`src/rtl/fpba_pkg.sv`:
```
// ----------------------------------------------------------------------------
// fpba_pkg
// Shared types and codes of the free page bitmap allocator: transfer
// payloads, request opcodes and controller state encodings.
// ----------------------------------------------------------------------------
package fpba_pkg;

    // fixed field widths of the request and result transfers
    localparam int IDX_W = 10;

    // request opcodes
    localparam logic OP_FIND   = 1'b0;
    localparam logic OP_TOGGLE = 1'b1;

    // request transfer
    typedef struct packed {
        logic             op;
        logic [IDX_W-1:0] page_index;
    } fpba_in_t;

    // result transfer
    typedef struct packed {
        logic [IDX_W-1:0] found_page;
        logic             map_full;
        logic             bit_now;
    } fpba_out_t;

    // main controller states
    typedef enum logic [2:0] {
        ST_CLEAR,
        ST_IDLE,
        ST_INDEX,
        ST_SCAN,
        ST_TOG_RD,
        ST_TOG_WR,
        ST_DONE
    } fpba_state_t;

    // index unit states
    typedef enum logic [2:0] {
        IX_IDLE,
        IX_MOD_Q,
        IX_MOD_R,
        IX_DIV_Q,
        IX_DIV_R
    } ix_state_t;

endpackage

```
`src/rtl/free_page_bitmap_allocator_top.sv`:
```
// ----------------------------------------------------------------------------
// free_page_bitmap_allocator_top
// Next-fit free page allocator over a one-bit-per-page usage map in RAM.
//
//   s_ channel carries requests: op find returns the first free page at or
//   above the hint (wrapping), without marking it; op toggle flips the used
//   bit of a page and returns its new value. m_ channel carries one result
//   per request, in order.
//   After reset the map RAM is cleared one word per cycle, all MAP_WORDS
//   words (32 by default), with s_ready low; every page then reads as free.
//   One request is processed at a time. A find runs four index steps, a
//   handoff, then one map word read per cycle from the RAM's single read
//   port, each evaluated in the cycle after its read. A toggle runs two
//   index steps, then read-modify-write of one word. A toggle of a page
//   beyond the map skips the index steps and the map access. s_ready rises
//   again together with m_valid, when the result enters the output register.
//   Results sit in an output register; a new request is accepted while a
//   result waits, and a finished result holds until m_ready frees the
//   register.
// ----------------------------------------------------------------------------
module free_page_bitmap_allocator_top #(
    parameter int NUM_PAGES     = 1024,
    parameter int MAP_WORD_BITS = 32
) (
    input  logic                aclk,
    input  logic                aresetn,
    input  logic                s_valid,
    output logic                s_ready,
    input  fpba_pkg::fpba_in_t  s_payload,
    output logic                m_valid,
    input  logic                m_ready,
    output fpba_pkg::fpba_out_t m_payload
);

    import fpba_pkg::*;

    localparam int MAP_WORDS = (NUM_PAGES + MAP_WORD_BITS - 1) / MAP_WORD_BITS;
    localparam int PAGE_W    = $clog2(NUM_PAGES);
    localparam int WORD_W    = (MAP_WORDS > 1) ? $clog2(MAP_WORDS) : 1;
    localparam int BIT_W     = $clog2(MAP_WORD_BITS);
    localparam int NW        = $clog2(MAP_WORDS + 2);

    localparam logic [WORD_W-1:0] LAST_WORD  = WORD_W'(MAP_WORDS - 1);
    localparam logic [NW-1:0]     FINAL_N    = NW'(MAP_WORDS);
    localparam logic [PAGE_W-1:0] WORD_STEP  = PAGE_W'(MAP_WORD_BITS);

    fpba_state_t         state_reg, state_next;
    logic                op_reg, op_next;
    logic [IDX_W-1:0]    idx_reg, idx_next;
    fpba_out_t           res_reg, res_next;
    logic [WORD_W-1:0]   clr_cnt_reg, clr_cnt_next;
    logic [WORD_W-1:0]   tw_reg, tw_next;
    logic [BIT_W-1:0]    tb_reg, tb_next;

    // scan issue stage
    logic [WORD_W-1:0]   iss_w_reg, iss_w_next;
    logic [PAGE_W-1:0]   iss_base_reg, iss_base_next;
    logic [NW-1:0]       iss_n_reg, iss_n_next;
    logic [BIT_W-1:0]    b0_reg, b0_next;

    // scan evaluate stage
    logic                ev_valid_reg, ev_valid_next;
    logic                ev_first_reg, ev_first_next;
    logic                ev_final_reg, ev_final_next;
    logic                ev_last_reg, ev_last_next;
    logic [PAGE_W-1:0]   ev_base_reg, ev_base_next;

    // output register
    logic                m_valid_reg, m_valid_next;
    fpba_out_t           m_payload_reg;
    logic                out_load;

    // index unit
    logic                ix_start;
    logic                ix_done;
    logic [PAGE_W-1:0]   ix_page;
    logic [WORD_W-1:0]   ix_word;
    logic [BIT_W-1:0]    ix_bit;

    // map RAM
    logic                ram_we;
    logic [WORD_W-1:0]   ram_waddr;
    logic [MAP_WORD_BITS-1:0] ram_wdata;
    logic [WORD_W-1:0]   ram_raddr;
    logic [MAP_WORD_BITS-1:0] ram_rdata;

    logic                srch_found;
    logic [BIT_W-1:0]    srch_pos;
    logic [MAP_WORD_BITS-1:0] toggled_word;
    logic                issuing;
    logic                out_of_range;

    fpba_index_div #(
        .NUM_PAGES     (NUM_PAGES),
        .MAP_WORD_BITS (MAP_WORD_BITS),
        .MAP_WORDS     (MAP_WORDS),
        .PAGE_W        (PAGE_W),
        .WORD_W        (WORD_W),
        .BIT_W         (BIT_W)
    ) u_index (
        .aclk    (aclk),
        .aresetn (aresetn),
        .start   (ix_start),
        .do_mod  (s_payload.op == OP_FIND),
        .idx     (s_payload.page_index),
        .done    (ix_done),
        .page    (ix_page),
        .word    (ix_word),
        .bit_pos (ix_bit)
    );

    fpba_ram #(
        .WIDTH (MAP_WORD_BITS),
        .DEPTH (MAP_WORDS),
        .AW    (WORD_W)
    ) u_map_ram (
        .aclk  (aclk),
        .we    (ram_we),
        .waddr (ram_waddr),
        .wdata (ram_wdata),
        .raddr (ram_raddr),
        .rdata (ram_rdata)
    );

    fpba_word_search #(
        .NUM_PAGES     (NUM_PAGES),
        .MAP_WORD_BITS (MAP_WORD_BITS),
        .BIT_W         (BIT_W)
    ) u_search (
        .word_data  (ram_rdata),
        .last_word  (ev_last_reg),
        .first_pass (ev_first_reg),
        .final_pass (ev_final_reg),
        .start_bit  (b0_reg),
        .found      (srch_found),
        .bit_pos    (srch_pos)
    );

    // helpers
    assign toggled_word = ram_rdata ^ (MAP_WORD_BITS'(1'b1) << tb_reg);
    assign issuing      = iss_n_reg <= FINAL_N;
    assign out_of_range = 32'(s_payload.page_index) >= 32'(NUM_PAGES);
    assign ram_raddr    = (state_reg == ST_SCAN) ? iss_w_reg : tw_reg;

    // control registers
    always_ff @(posedge aclk) begin
        if (!aresetn) begin
            state_reg    <= ST_CLEAR;
            clr_cnt_reg  <= '0;
            ev_valid_reg <= 1'b0;
            m_valid_reg  <= 1'b0;
        end else begin
            state_reg    <= state_next;
            clr_cnt_reg  <= clr_cnt_next;
            ev_valid_reg <= ev_valid_next;
            m_valid_reg  <= m_valid_next;
        end
    end

    // payload registers
    always_ff @(posedge aclk) begin
        op_reg       <= op_next;
        idx_reg      <= idx_next;
        res_reg      <= res_next;
        tw_reg       <= tw_next;
        tb_reg       <= tb_next;
        iss_w_reg    <= iss_w_next;
        iss_base_reg <= iss_base_next;
        iss_n_reg    <= iss_n_next;
        b0_reg       <= b0_next;
        ev_first_reg <= ev_first_next;
        ev_final_reg <= ev_final_next;
        ev_last_reg  <= ev_last_next;
        ev_base_reg  <= ev_base_next;
        if (out_load) begin
            m_payload_reg <= res_reg;
        end
    end

    // next state and datapath control
    always_comb begin
        state_next    = state_reg;
        op_next       = op_reg;
        idx_next      = idx_reg;
        res_next      = res_reg;
        clr_cnt_next  = clr_cnt_reg;
        tw_next       = tw_reg;
        tb_next       = tb_reg;
        iss_w_next    = iss_w_reg;
        iss_base_next = iss_base_reg;
        iss_n_next    = iss_n_reg;
        b0_next       = b0_reg;
        ev_valid_next = 1'b0;
        ev_first_next = ev_first_reg;
        ev_final_next = ev_final_reg;
        ev_last_next  = ev_last_reg;
        ev_base_next  = ev_base_reg;
        ix_start      = 1'b0;
        ram_we        = 1'b0;
        ram_waddr     = tw_reg;
        ram_wdata     = toggled_word;
        out_load      = 1'b0;
        unique case (state_reg)
            ST_CLEAR: begin
                ram_we    = 1'b1;
                ram_waddr = clr_cnt_reg;
                ram_wdata = '0;
                if (clr_cnt_reg == LAST_WORD) begin
                    state_next = ST_IDLE;
                end else begin
                    clr_cnt_next = clr_cnt_reg + 1'b1;
                end
            end
            ST_IDLE: begin
                if (s_valid) begin
                    op_next  = s_payload.op;
                    idx_next = s_payload.page_index;
                    if ((s_payload.op == OP_TOGGLE) && out_of_range) begin
                        res_next.found_page = s_payload.page_index;
                        res_next.map_full   = 1'b0;
                        res_next.bit_now    = 1'b0;
                        state_next          = ST_DONE;
                    end else begin
                        ix_start   = 1'b1;
                        state_next = ST_INDEX;
                    end
                end
            end
            ST_INDEX: begin
                if (ix_done) begin
                    if (op_reg == OP_FIND) begin
                        iss_w_next    = ix_word;
                        iss_base_next = ix_page - PAGE_W'(ix_bit);
                        b0_next       = ix_bit;
                        iss_n_next    = '0;
                        state_next    = ST_SCAN;
                    end else begin
                        tw_next    = ix_word;
                        tb_next    = ix_bit;
                        state_next = ST_TOG_RD;
                    end
                end
            end
            ST_SCAN: begin
                // issue one word read per cycle
                ev_valid_next = issuing;
                ev_first_next = iss_n_reg == '0;
                ev_final_next = iss_n_reg == FINAL_N;
                ev_last_next  = iss_w_reg == LAST_WORD;
                ev_base_next  = iss_base_reg;
                if (issuing) begin
                    iss_n_next = iss_n_reg + 1'b1;
                    if (iss_w_reg == LAST_WORD) begin
                        iss_w_next    = '0;
                        iss_base_next = '0;
                    end else begin
                        iss_w_next    = iss_w_reg + 1'b1;
                        iss_base_next = iss_base_reg + WORD_STEP;
                    end
                end
                // evaluate the word read in the previous cycle
                if (ev_valid_reg && srch_found) begin
                    res_next.found_page = IDX_W'(ev_base_reg + PAGE_W'(srch_pos));
                    res_next.map_full   = 1'b0;
                    res_next.bit_now    = 1'b0;
                    ev_valid_next       = 1'b0;
                    state_next          = ST_DONE;
                end else if (ev_valid_reg && ev_final_reg) begin
                    res_next.found_page = '0;
                    res_next.map_full   = 1'b1;
                    res_next.bit_now    = 1'b0;
                    ev_valid_next       = 1'b0;
                    state_next          = ST_DONE;
                end
            end
            ST_TOG_RD: begin
                state_next = ST_TOG_WR;
            end
            ST_TOG_WR: begin
                ram_we              = 1'b1;
                res_next.found_page = idx_reg;
                res_next.map_full   = 1'b0;
                res_next.bit_now    = toggled_word[tb_reg];
                state_next          = ST_DONE;
            end
            ST_DONE: begin
                if (!m_valid_reg || m_ready) begin
                    out_load   = 1'b1;
                    state_next = ST_IDLE;
                end
            end
            default: begin
                state_next = ST_IDLE;
            end
        endcase
    end

    // output register valid
    always_comb begin
        if (out_load) begin
            m_valid_next = 1'b1;
        end else if (m_ready) begin
            m_valid_next = 1'b0;
        end else begin
            m_valid_next = m_valid_reg;
        end
    end

    assign s_ready   = state_reg == ST_IDLE;
    assign m_valid   = m_valid_reg;
    assign m_payload = m_payload_reg;

    // one request at a time
    a_one_in_flight: assert property (@(posedge aclk) disable iff (!aresetn)
        s_valid && s_ready |=> !s_ready)
        else $error("request accepted while another is in progress");

    // a full-map result carries page 0 and no used bit
    a_full_result: assert property (@(posedge aclk) disable iff (!aresetn)
        m_valid && m_payload.map_full |-> m_payload.found_page == '0 && !m_payload.bit_now)
        else $error("full result with nonzero page or bit");

    // index unit completes only when the controller waits for it
    a_index_done: assert property (@(posedge aclk) disable iff (!aresetn)
        ix_done |-> state_reg == ST_INDEX)
        else $error("index unit done outside index wait");

    // scan word pointer stays inside the map
    a_scan_word: assert property (@(posedge aclk) disable iff (!aresetn)
        state_reg == ST_SCAN |-> iss_w_reg <= LAST_WORD)
        else $error("scan word pointer beyond map");

    // map writes happen only during clearing or the toggle write-back
    a_map_write: assert property (@(posedge aclk) disable iff (!aresetn)
        ram_we |-> state_reg == ST_CLEAR || state_reg == ST_TOG_WR)
        else $error("unexpected map write");

endmodule

```
`src/rtl/fpba_ram.sv`:
```
// ----------------------------------------------------------------------------
// fpba_ram
// Generic simple dual-port RAM: one write port, one read port, read data
// registered.
// ----------------------------------------------------------------------------
module fpba_ram #(
    parameter int WIDTH = 32,
    parameter int DEPTH = 32,
    parameter int AW    = (DEPTH > 1) ? $clog2(DEPTH) : 1
) (
    input  logic             aclk,
    input  logic             we,
    input  logic [AW-1:0]    waddr,
    input  logic [WIDTH-1:0] wdata,
    input  logic [AW-1:0]    raddr,
    output logic [WIDTH-1:0] rdata
);

    logic [WIDTH-1:0] mem_reg [DEPTH];
    logic [WIDTH-1:0] rdata_reg;

    // write port
    always_ff @(posedge aclk) begin
        if (we) begin
            mem_reg[waddr] <= wdata;
        end
    end

    // registered read port
    always_ff @(posedge aclk) begin
        rdata_reg <= mem_reg[raddr];
    end

    assign rdata = rdata_reg;

endmodule

```
`src/rtl/fpba_index_div.sv`:
```
// ----------------------------------------------------------------------------
// fpba_index_div
// Splits a page index into map word and bit position by reciprocal
// multiplication, after an optional reduction modulo the page count.
// Four steps with the reduction, two without.
// ----------------------------------------------------------------------------
module fpba_index_div #(
    parameter int NUM_PAGES     = 1024,
    parameter int MAP_WORD_BITS = 32,
    parameter int MAP_WORDS     = (NUM_PAGES + MAP_WORD_BITS - 1) / MAP_WORD_BITS,
    parameter int PAGE_W        = $clog2(NUM_PAGES),
    parameter int WORD_W        = (MAP_WORDS > 1) ? $clog2(MAP_WORDS) : 1,
    parameter int BIT_W         = $clog2(MAP_WORD_BITS)
) (
    input  logic                     aclk,
    input  logic                     aresetn,
    input  logic                     start,
    input  logic                     do_mod,
    input  logic [fpba_pkg::IDX_W-1:0] idx,
    output logic                     done,
    output logic [PAGE_W-1:0]        page,
    output logic [WORD_W-1:0]        word,
    output logic [BIT_W-1:0]         bit_pos
);

    import fpba_pkg::*;

    // floor(x / d) == (x * ceil(2^(n+l) / d)) >> (n+l) for any n-bit x,
    // with l = clog2(d)
    localparam int MOD_SH = IDX_W + PAGE_W;
    localparam int MOD_PW = 2 * IDX_W + 2;
    localparam int DIV_SH = PAGE_W + BIT_W;
    localparam int DIV_PW = 2 * PAGE_W + 2;

    localparam logic [MOD_PW-1:0] MOD_M =
        MOD_PW'(((64'd1 << MOD_SH) + 64'(NUM_PAGES) - 64'd1) / 64'(NUM_PAGES));
    localparam logic [DIV_PW-1:0] DIV_M =
        DIV_PW'(((64'd1 << DIV_SH) + 64'(MAP_WORD_BITS) - 64'd1) / 64'(MAP_WORD_BITS));
    localparam logic [MOD_PW-1:0] MOD_D = MOD_PW'(NUM_PAGES);
    localparam logic [DIV_PW-1:0] DIV_D = DIV_PW'(MAP_WORD_BITS);

    ix_state_t         state_reg, state_next;
    logic [IDX_W-1:0]  idx_reg, idx_next;
    logic [IDX_W-1:0]  mq_reg, mq_next;
    logic [PAGE_W-1:0] page_reg, page_next;
    logic [WORD_W-1:0] word_reg, word_next;
    logic [BIT_W-1:0]  bit_reg, bit_next;
    logic              done_reg, done_next;

    logic [MOD_PW-1:0] mod_prod;
    logic [MOD_PW-1:0] mod_quo;
    logic [MOD_PW-1:0] mod_rem;
    logic [DIV_PW-1:0] div_prod;
    logic [DIV_PW-1:0] div_quo;
    logic [DIV_PW-1:0] div_rem;

    // hint reduction: quotient, then remainder a step later
    assign mod_prod = MOD_PW'(idx_reg) * MOD_M;
    assign mod_quo  = mod_prod >> MOD_SH;
    assign mod_rem  = MOD_PW'(idx_reg) - MOD_PW'(mq_reg) * MOD_D;

    // word and bit split of the page
    assign div_prod = DIV_PW'(page_reg) * DIV_M;
    assign div_quo  = div_prod >> DIV_SH;
    assign div_rem  = DIV_PW'(page_reg) - DIV_PW'(word_reg) * DIV_D;

    // state and control registers
    always_ff @(posedge aclk) begin
        if (!aresetn) begin
            state_reg <= IX_IDLE;
            done_reg  <= 1'b0;
        end else begin
            state_reg <= state_next;
            done_reg  <= done_next;
        end
    end

    // datapath registers
    always_ff @(posedge aclk) begin
        idx_reg  <= idx_next;
        mq_reg   <= mq_next;
        page_reg <= page_next;
        word_reg <= word_next;
        bit_reg  <= bit_next;
    end

    // step sequencing
    always_comb begin
        state_next = state_reg;
        idx_next   = idx_reg;
        mq_next    = mq_reg;
        page_next  = page_reg;
        word_next  = word_reg;
        bit_next   = bit_reg;
        done_next  = 1'b0;
        unique case (state_reg)
            IX_IDLE: begin
                if (start) begin
                    idx_next  = idx;
                    page_next = PAGE_W'(idx);
                    if (do_mod) begin
                        state_next = IX_MOD_Q;
                    end else begin
                        state_next = IX_DIV_Q;
                    end
                end
            end
            IX_MOD_Q: begin
                mq_next    = IDX_W'(mod_quo);
                state_next = IX_MOD_R;
            end
            IX_MOD_R: begin
                page_next  = PAGE_W'(mod_rem);
                state_next = IX_DIV_Q;
            end
            IX_DIV_Q: begin
                word_next  = WORD_W'(div_quo);
                state_next = IX_DIV_R;
            end
            IX_DIV_R: begin
                bit_next   = BIT_W'(div_rem);
                done_next  = 1'b1;
                state_next = IX_IDLE;
            end
            default: begin
                state_next = IX_IDLE;
            end
        endcase
    end

    assign done    = done_reg;
    assign page    = page_reg;
    assign word    = word_reg;
    assign bit_pos = bit_reg;

endmodule

```
`src/rtl/fpba_word_search.sv`:
```
// ----------------------------------------------------------------------------
// fpba_word_search
// Masks one map word to the pages that the current scan pass may consider
// and returns the lowest free bit with a priority encoder.
// ----------------------------------------------------------------------------
module fpba_word_search #(
    parameter int NUM_PAGES     = 1024,
    parameter int MAP_WORD_BITS = 32,
    parameter int BIT_W         = $clog2(MAP_WORD_BITS)
) (
    input  logic [MAP_WORD_BITS-1:0] word_data,
    input  logic                     last_word,
    input  logic                     first_pass,
    input  logic                     final_pass,
    input  logic [BIT_W-1:0]         start_bit,
    output logic                     found,
    output logic [BIT_W-1:0]         bit_pos
);

    localparam int MAP_WORDS = (NUM_PAGES + MAP_WORD_BITS - 1) / MAP_WORD_BITS;
    localparam int LAST_BITS = NUM_PAGES - (MAP_WORDS - 1) * MAP_WORD_BITS;

    logic [MAP_WORD_BITS-1:0] mask;
    logic [MAP_WORD_BITS-1:0] free_bits;

    // pages eligible in this pass: inside the map, and on the right side
    // of the start bit when the start word is visited
    always_comb begin
        for (int i = 0; i < MAP_WORD_BITS; i++) begin
            mask[i] = 1'b1;
            if (last_word && (i >= LAST_BITS)) begin
                mask[i] = 1'b0;
            end
            if (first_pass && (BIT_W'(i) < start_bit)) begin
                mask[i] = 1'b0;
            end
            if (final_pass && (BIT_W'(i) >= start_bit)) begin
                mask[i] = 1'b0;
            end
        end
    end

    assign free_bits = ~word_data & mask;
    assign found     = |free_bits;

    // lowest free bit
    always_comb begin
        bit_pos = '0;
        for (int i = MAP_WORD_BITS - 1; i >= 0; i--) begin
            if (free_bits[i]) begin
                bit_pos = BIT_W'(i);
            end
        end
    end

endmodule
```
`config.mk`:
```
export PLATFORM = sky130hd
export DESIGN_NAME = free_page_bitmap_allocator_top
export DESIGN_NICKNAME = d
export VERILOG_FILES = /design/src/rtl/fpba_pkg.sv /design/src/rtl/free_page_bitmap_allocator_top.sv /design/src/rtl/fpba_ram.sv /design/src/rtl/fpba_index_div.sv /design/src/rtl/fpba_word_search.sv
export SDC_FILE = /design/constraint.sdc
export NUM_CORES = 2
export LEC_CHECK = 0
export BUFFER_PORTS_ARGS = -buffer_cell sky130_fd_sc_hd__buf_2
export CAP_MARGIN = 20
export CORE_MARGIN = 2
export CORE_UTILIZATION = 50
export CTS_CLUSTER_DIAMETER = 200
export DETAILED_ROUTE_END_ITERATION = 10
export PLACE_DENSITY = 0.65
export RECOVER_POWER = 25
export SYNTH_ARGS = -nofsm -noshare
export SYNTH_HDL_FRONTEND = slang
export SYNTH_SLANG_ARGS = --single-unit
```
`constraint.sdc`:
```
create_clock -name aclk -period 11.6 [get_ports aclk]
set_clock_uncertainty 0.15 [all_clocks]
set_input_delay 0.58 -clock aclk [delete_from_list [all_inputs] [get_ports aclk]]
set_output_delay 0.58 -clock aclk [all_outputs]
set_load 0.01 [all_outputs]
```
==> results.md <==
| Stage | Result | Reported |
| --- | --- | --- |
| detailed routing | Number of vias after detailed routing | 30,400 |
| synth | Synth Area in Simple Gates | 10.5% |
| clock tree | Worst-path clk slew | 60 ps |
| critical path | Critical path startpoint category | register |
| detailed routing | Vias per cell | 6.06 |
| floorplanning | Site Rows | 115 |
| critical path | Start point of the critical path | state_reg[2]$_SDFFE_PN0P_ |
| synth | Ranking of synthesized cells by instance count | edfxtp_1, nand2_1, a211oi_1 |
| floorplanning | Height of the die | 318 um |
| run status | Violations in the final reports | max-capacitance violations, max-slew violations |
| synth | Largest family of logic cells by synthesized area | compound AO/OA/AOI/OAI gates |
| synth | Ys async rst share | 0% |
| synth | Post-Synthesis Mean Instance Area | 13.6 um^2 |
| power and ir drop | Combinational fraction of design power | 0.9% |
| power and ir drop | Switching pwr | 1.65 mW |
| flow run | Max-Cap Viols | 2 |
| sta | Max Fclk | 0.165 GHz |
| min path | Origin of the worst min-delay path | aresetn |
| run status | Result of the run | complete, but fails checks |
| synth | Total number of yosys warnings | 0 |
| floorplanning | Width of the chip | 318 um |
| power and ir drop | Lkg Pwr | 17.3 nW |
| floorplanning | Num ports | 29 |
| synth | Leading cell type by number of instances after synthesis | edfxtp_1 |
| sta | Number of hold violations in the final report | 0 |
| detailed routing | DR iter-0 viols | 3,293 |
| synth | Adder and majority cell fraction of the synthesized area | 0.512% |
| min path | Hold WC Path Type | primary input to register |
| synth | Multiplexer share of the synthesized area | 0.865% |
| synth | XOR/XNOR share of the synthesized area | 1.03% |
| clock tree | Htree depth | 3 |
| sta | RSZ-0062 raised after global routing | false |
| sta | Worst hold slack across all endpoints | 100 ps |
| synth | Cell count after synthesis | 3,638 |
| detailed routing | Length of the first detailed-routing pass in iterations | 5 |
| critical path | Register-to-register setup slack | 5530 ps |
| power and ir drop | Share of total power in sequential cells | 55.2% |
| place | Hpwl dp | 62,300 um |
| synth | Flops & latches, synth | 1,183 |
| synth | Yosys top cell by area | edfxtp_1 |
| critical path | Critical path endpoint | u_map_ram.rdata[25]$_DFF_P_ |
| power and ir drop | Power share of the clock group | 43.9% |
| global routing | Vias in the first global route | 28,600 |
| place | Port-buffer cells | 28 |
| critical path | Critical R2R Launch | state_reg[2]$_SDFFE_PN0P_ |
| synth | Dominant cells by area after synthesis | edfxtp_1, a211oi_1, nand2_1 |
| synth | Share of the synthesized area in the top cell type | 69.2% |
| critical path | Critical path required time | 12,090 ps |
| layout | Area growth, synth to finish | 11.3% |
| global routing | Overall fraction of global-route tracks in use | 23.6% |
| place | Final weighted congestion in routability-driven placement | 0.860 |
| clock tree | Number of sinks driven by the clock tree | 1,183 |
| clock tree | Root cell of the clock tree | clkbuf_16 |
| power and ir drop | Cell area power density | 154 nW/um^2 |
| sta | Count of final max-slew check failures | 42 |
| sta | Headroom to the max-slew limit | -20.3% |
| synth | Top_reg_cell synth | edfxtp_1 |
| layout | Count of nets after finishing | 3,658 |
| critical path | Element type at the critical path end | register |
| detailed routing | Average wire per standard cell | 24.2 um |
| place | Cell total after placement | 4,770 |
| global routing | Antenna violations before repair | 0 |
| detailed routing | Routed Wire Length | 121,000 um |
| detailed routing | Remaining antenna violation count after routing | 0 |
| synth | Syn Nets | 3,672 |
| synth | Combined area of all synthesized cells | 49,300 um^2 |
| critical path | Data arrival, critical path | 6560 ps |
| synth | Number of synthesized flops with an enable pin | 1,137 |
| clock tree | Clock buffer count from CTS | 116 |
| critical path | Endpoint of the worst register-to-register path | u_map_ram.rdata[25]$_DFF_P_ |
| synth | Proportion of synthesized chip area in sequential cells | 71.1% |
| global routing | Overall overflow remaining after global route | 0 |
| sta | Measured slew at the worst slew-check pin | 1790 ps |
| min path | Hold depth | 2 |
| power and ir drop | Net switching fraction of the power | 19.6% |
| sta | Number of setup violations in the final report | 0 |
| sta | Min Tclk post-route | 6070 ps |
| critical path | Depth of the most critical reg-to-reg path | 11 |
| floorplanning | Initial cell density of the core | 50.3% |
| power and ir drop | Internal power | 6.80 mW |
| critical path | Maximum fanout along the worst path | 211 |
| clock tree | CTS tree | yes |
| clock tree | Clock Path Buffers | 3 |
| sta | Total negative setup slack | 0 ps |
| critical path | Critical path class | register to register |
| layout | Share of cells above drive strength 1 | 8.97% |
| sta | Final cycle utilization of the critical path | 52.3% |
| synth | Synth cell types | 83 |
| power and ir drop | Peak ir drop on the vdd network | 0.138 mV |
| clock tree | Clock latency of the later-clocked register in the worst-skew pair | 700 ps |
| global routing | Largest net degree at the start of global routing | 213 |
| floorplanning | Full die area | 101,000 um^2 |
| layout | Number of diodes added for antenna fixing | 0 |
| clock tree | Count of cells resized by post-cts repair | 0 |
| layout | Non-filler instance count after layout | 5,011 |
| global routing | First-pass GRT wire length | 181,000 um |
| floorplanning | Core ar. | 98,100 um^2 |
| synth | Compound-cell area share of the yosys netlist | 13.4% |
| layout | Max FFs per register | 1,024 |
| detailed routing | Number of remaining DRC errors | 0 |
## placed cells by master (no fill, tap or decap), types with 14 or more instances in the layout
master / synthesis / layout
and2_1: 254 / 250
a311oi_1: 129 / 129
or3_1: 17 / 17
a21o_1: 42 / 42
edfxtp_1: 1137 / 1137
nand3_1: 25 / 25
a31oi_1: 137 / 136
clkbuf_16: 0 / 117
o21ai_0: 46 / 45
inv_1: 29 / 29
nand2_1: 594 / 594
o31ai_1: 15 / 15
buf_4: 11 / 61
ha_1: 17 / 17
clkinv_2: 0 / 18
nor2_4: 0 / 32
a211oi_1: 362 / 362
and2_0: 10 / 14
dfxtp_1: 46 / 46
a21oi_1: 141 / 133
xor2_1: 32 / 32
clkinv_1: 1 / 20
nor2_1: 120 / 86
clkbuf_1: 149 / 69
nor3_1: 20 / 19
xnor2_1: 26 / 26
## worst min path at each step
stage / end
final: m_valid$_SDFFE_PN0P_
after global routing: m_valid$_SDFFE_PN0P_
after CTS: m_valid$_SDFFE_PN0P_
after detailed placement: m_payload[11]$_DFFE_PP_
after global placement: m_payload[4]$_DFFE_PP_
after floorplan: ev_base_reg[0]$_DFFE_PN_
## power by group through the flow
stage / registers [mW] / logic (mW) / clock network (mW)
2_1_floorplan: 4.75 / 0.0329 / 0
5_1_grt: 4.67 / 0.0825 / 3.93
6_report: 4.66 / 0.0777 / 3.71
3_5_place_dp: 4.76 / 0.0755 / 0
4_1_cts: 4.66 / 0.0787 / 3.76
3_3_place_gp: 4.75 / 0.0751 / 0
## metrics by stage
| stage | power [mW] | utilization, % | worst slack, ps | area, um^2 |
|---|---|---|---|---|
| 2_1_floorplan | 4.79 | - | 7610 | 49300 |
| 3_3_place_gp | 4.83 | 51.9 | 6780 | 51000 |
| 3_5_place_dp | 4.83 | 52.0 | 6720 | 51000 |
| 4_1_cts | 8.51 | 56.0 | 6700 | 54900 |
| 5_1_grt | 8.68 | 56.0 | 5120 | 54900 |
| 6_report | 8.45 | 56.0 | 5530 | 54900 |
## routing by layer
metal  wire [um]  track usage, %
met5           0               0
met4        3190            6.48
met3        8800            3.66
met2       57400            38.0
met1       51800            33.5
## worst max-delay path, cell delays in order (launching register included)
cell and delay, ps:
dfxtp_1 520, nand3b_1 160, clkbuf_1 1280, mux2_8 910
buf_4 780, buf_12 660, and2_1 230, a211oi_1 50
a311oi_1 310, a211oi_1 100, a211oi_1 260, a21o_1 110
## cells by family after synthesis
kind of cell / count (synthesis)
AOI/OAI and AO/OA: 939
adders and majority gates: 19
muxes: 32
buffers and inverters: 294
xor gates and xnor gates: 58
DFF: 1183
and+or+nand+nor: 1113
## timing repair
action,CTS,global route
buffers inserted,0,0
hold buffers,11,0
hold endpoints to repair,21,0
## cell type report
type / instances / area, um^2
clock buffers: 155 / 3170
clock inverters: 63 / 626
fillers: 7855 / 43200
inverters: 30 / 113
multi-input cells: 2161 / 13300
flip-flops and latches: 1183 / 35100
well taps: 1287 / 1610
repair buffers: 132 / 993
Power figures use the tool's default switching activity.
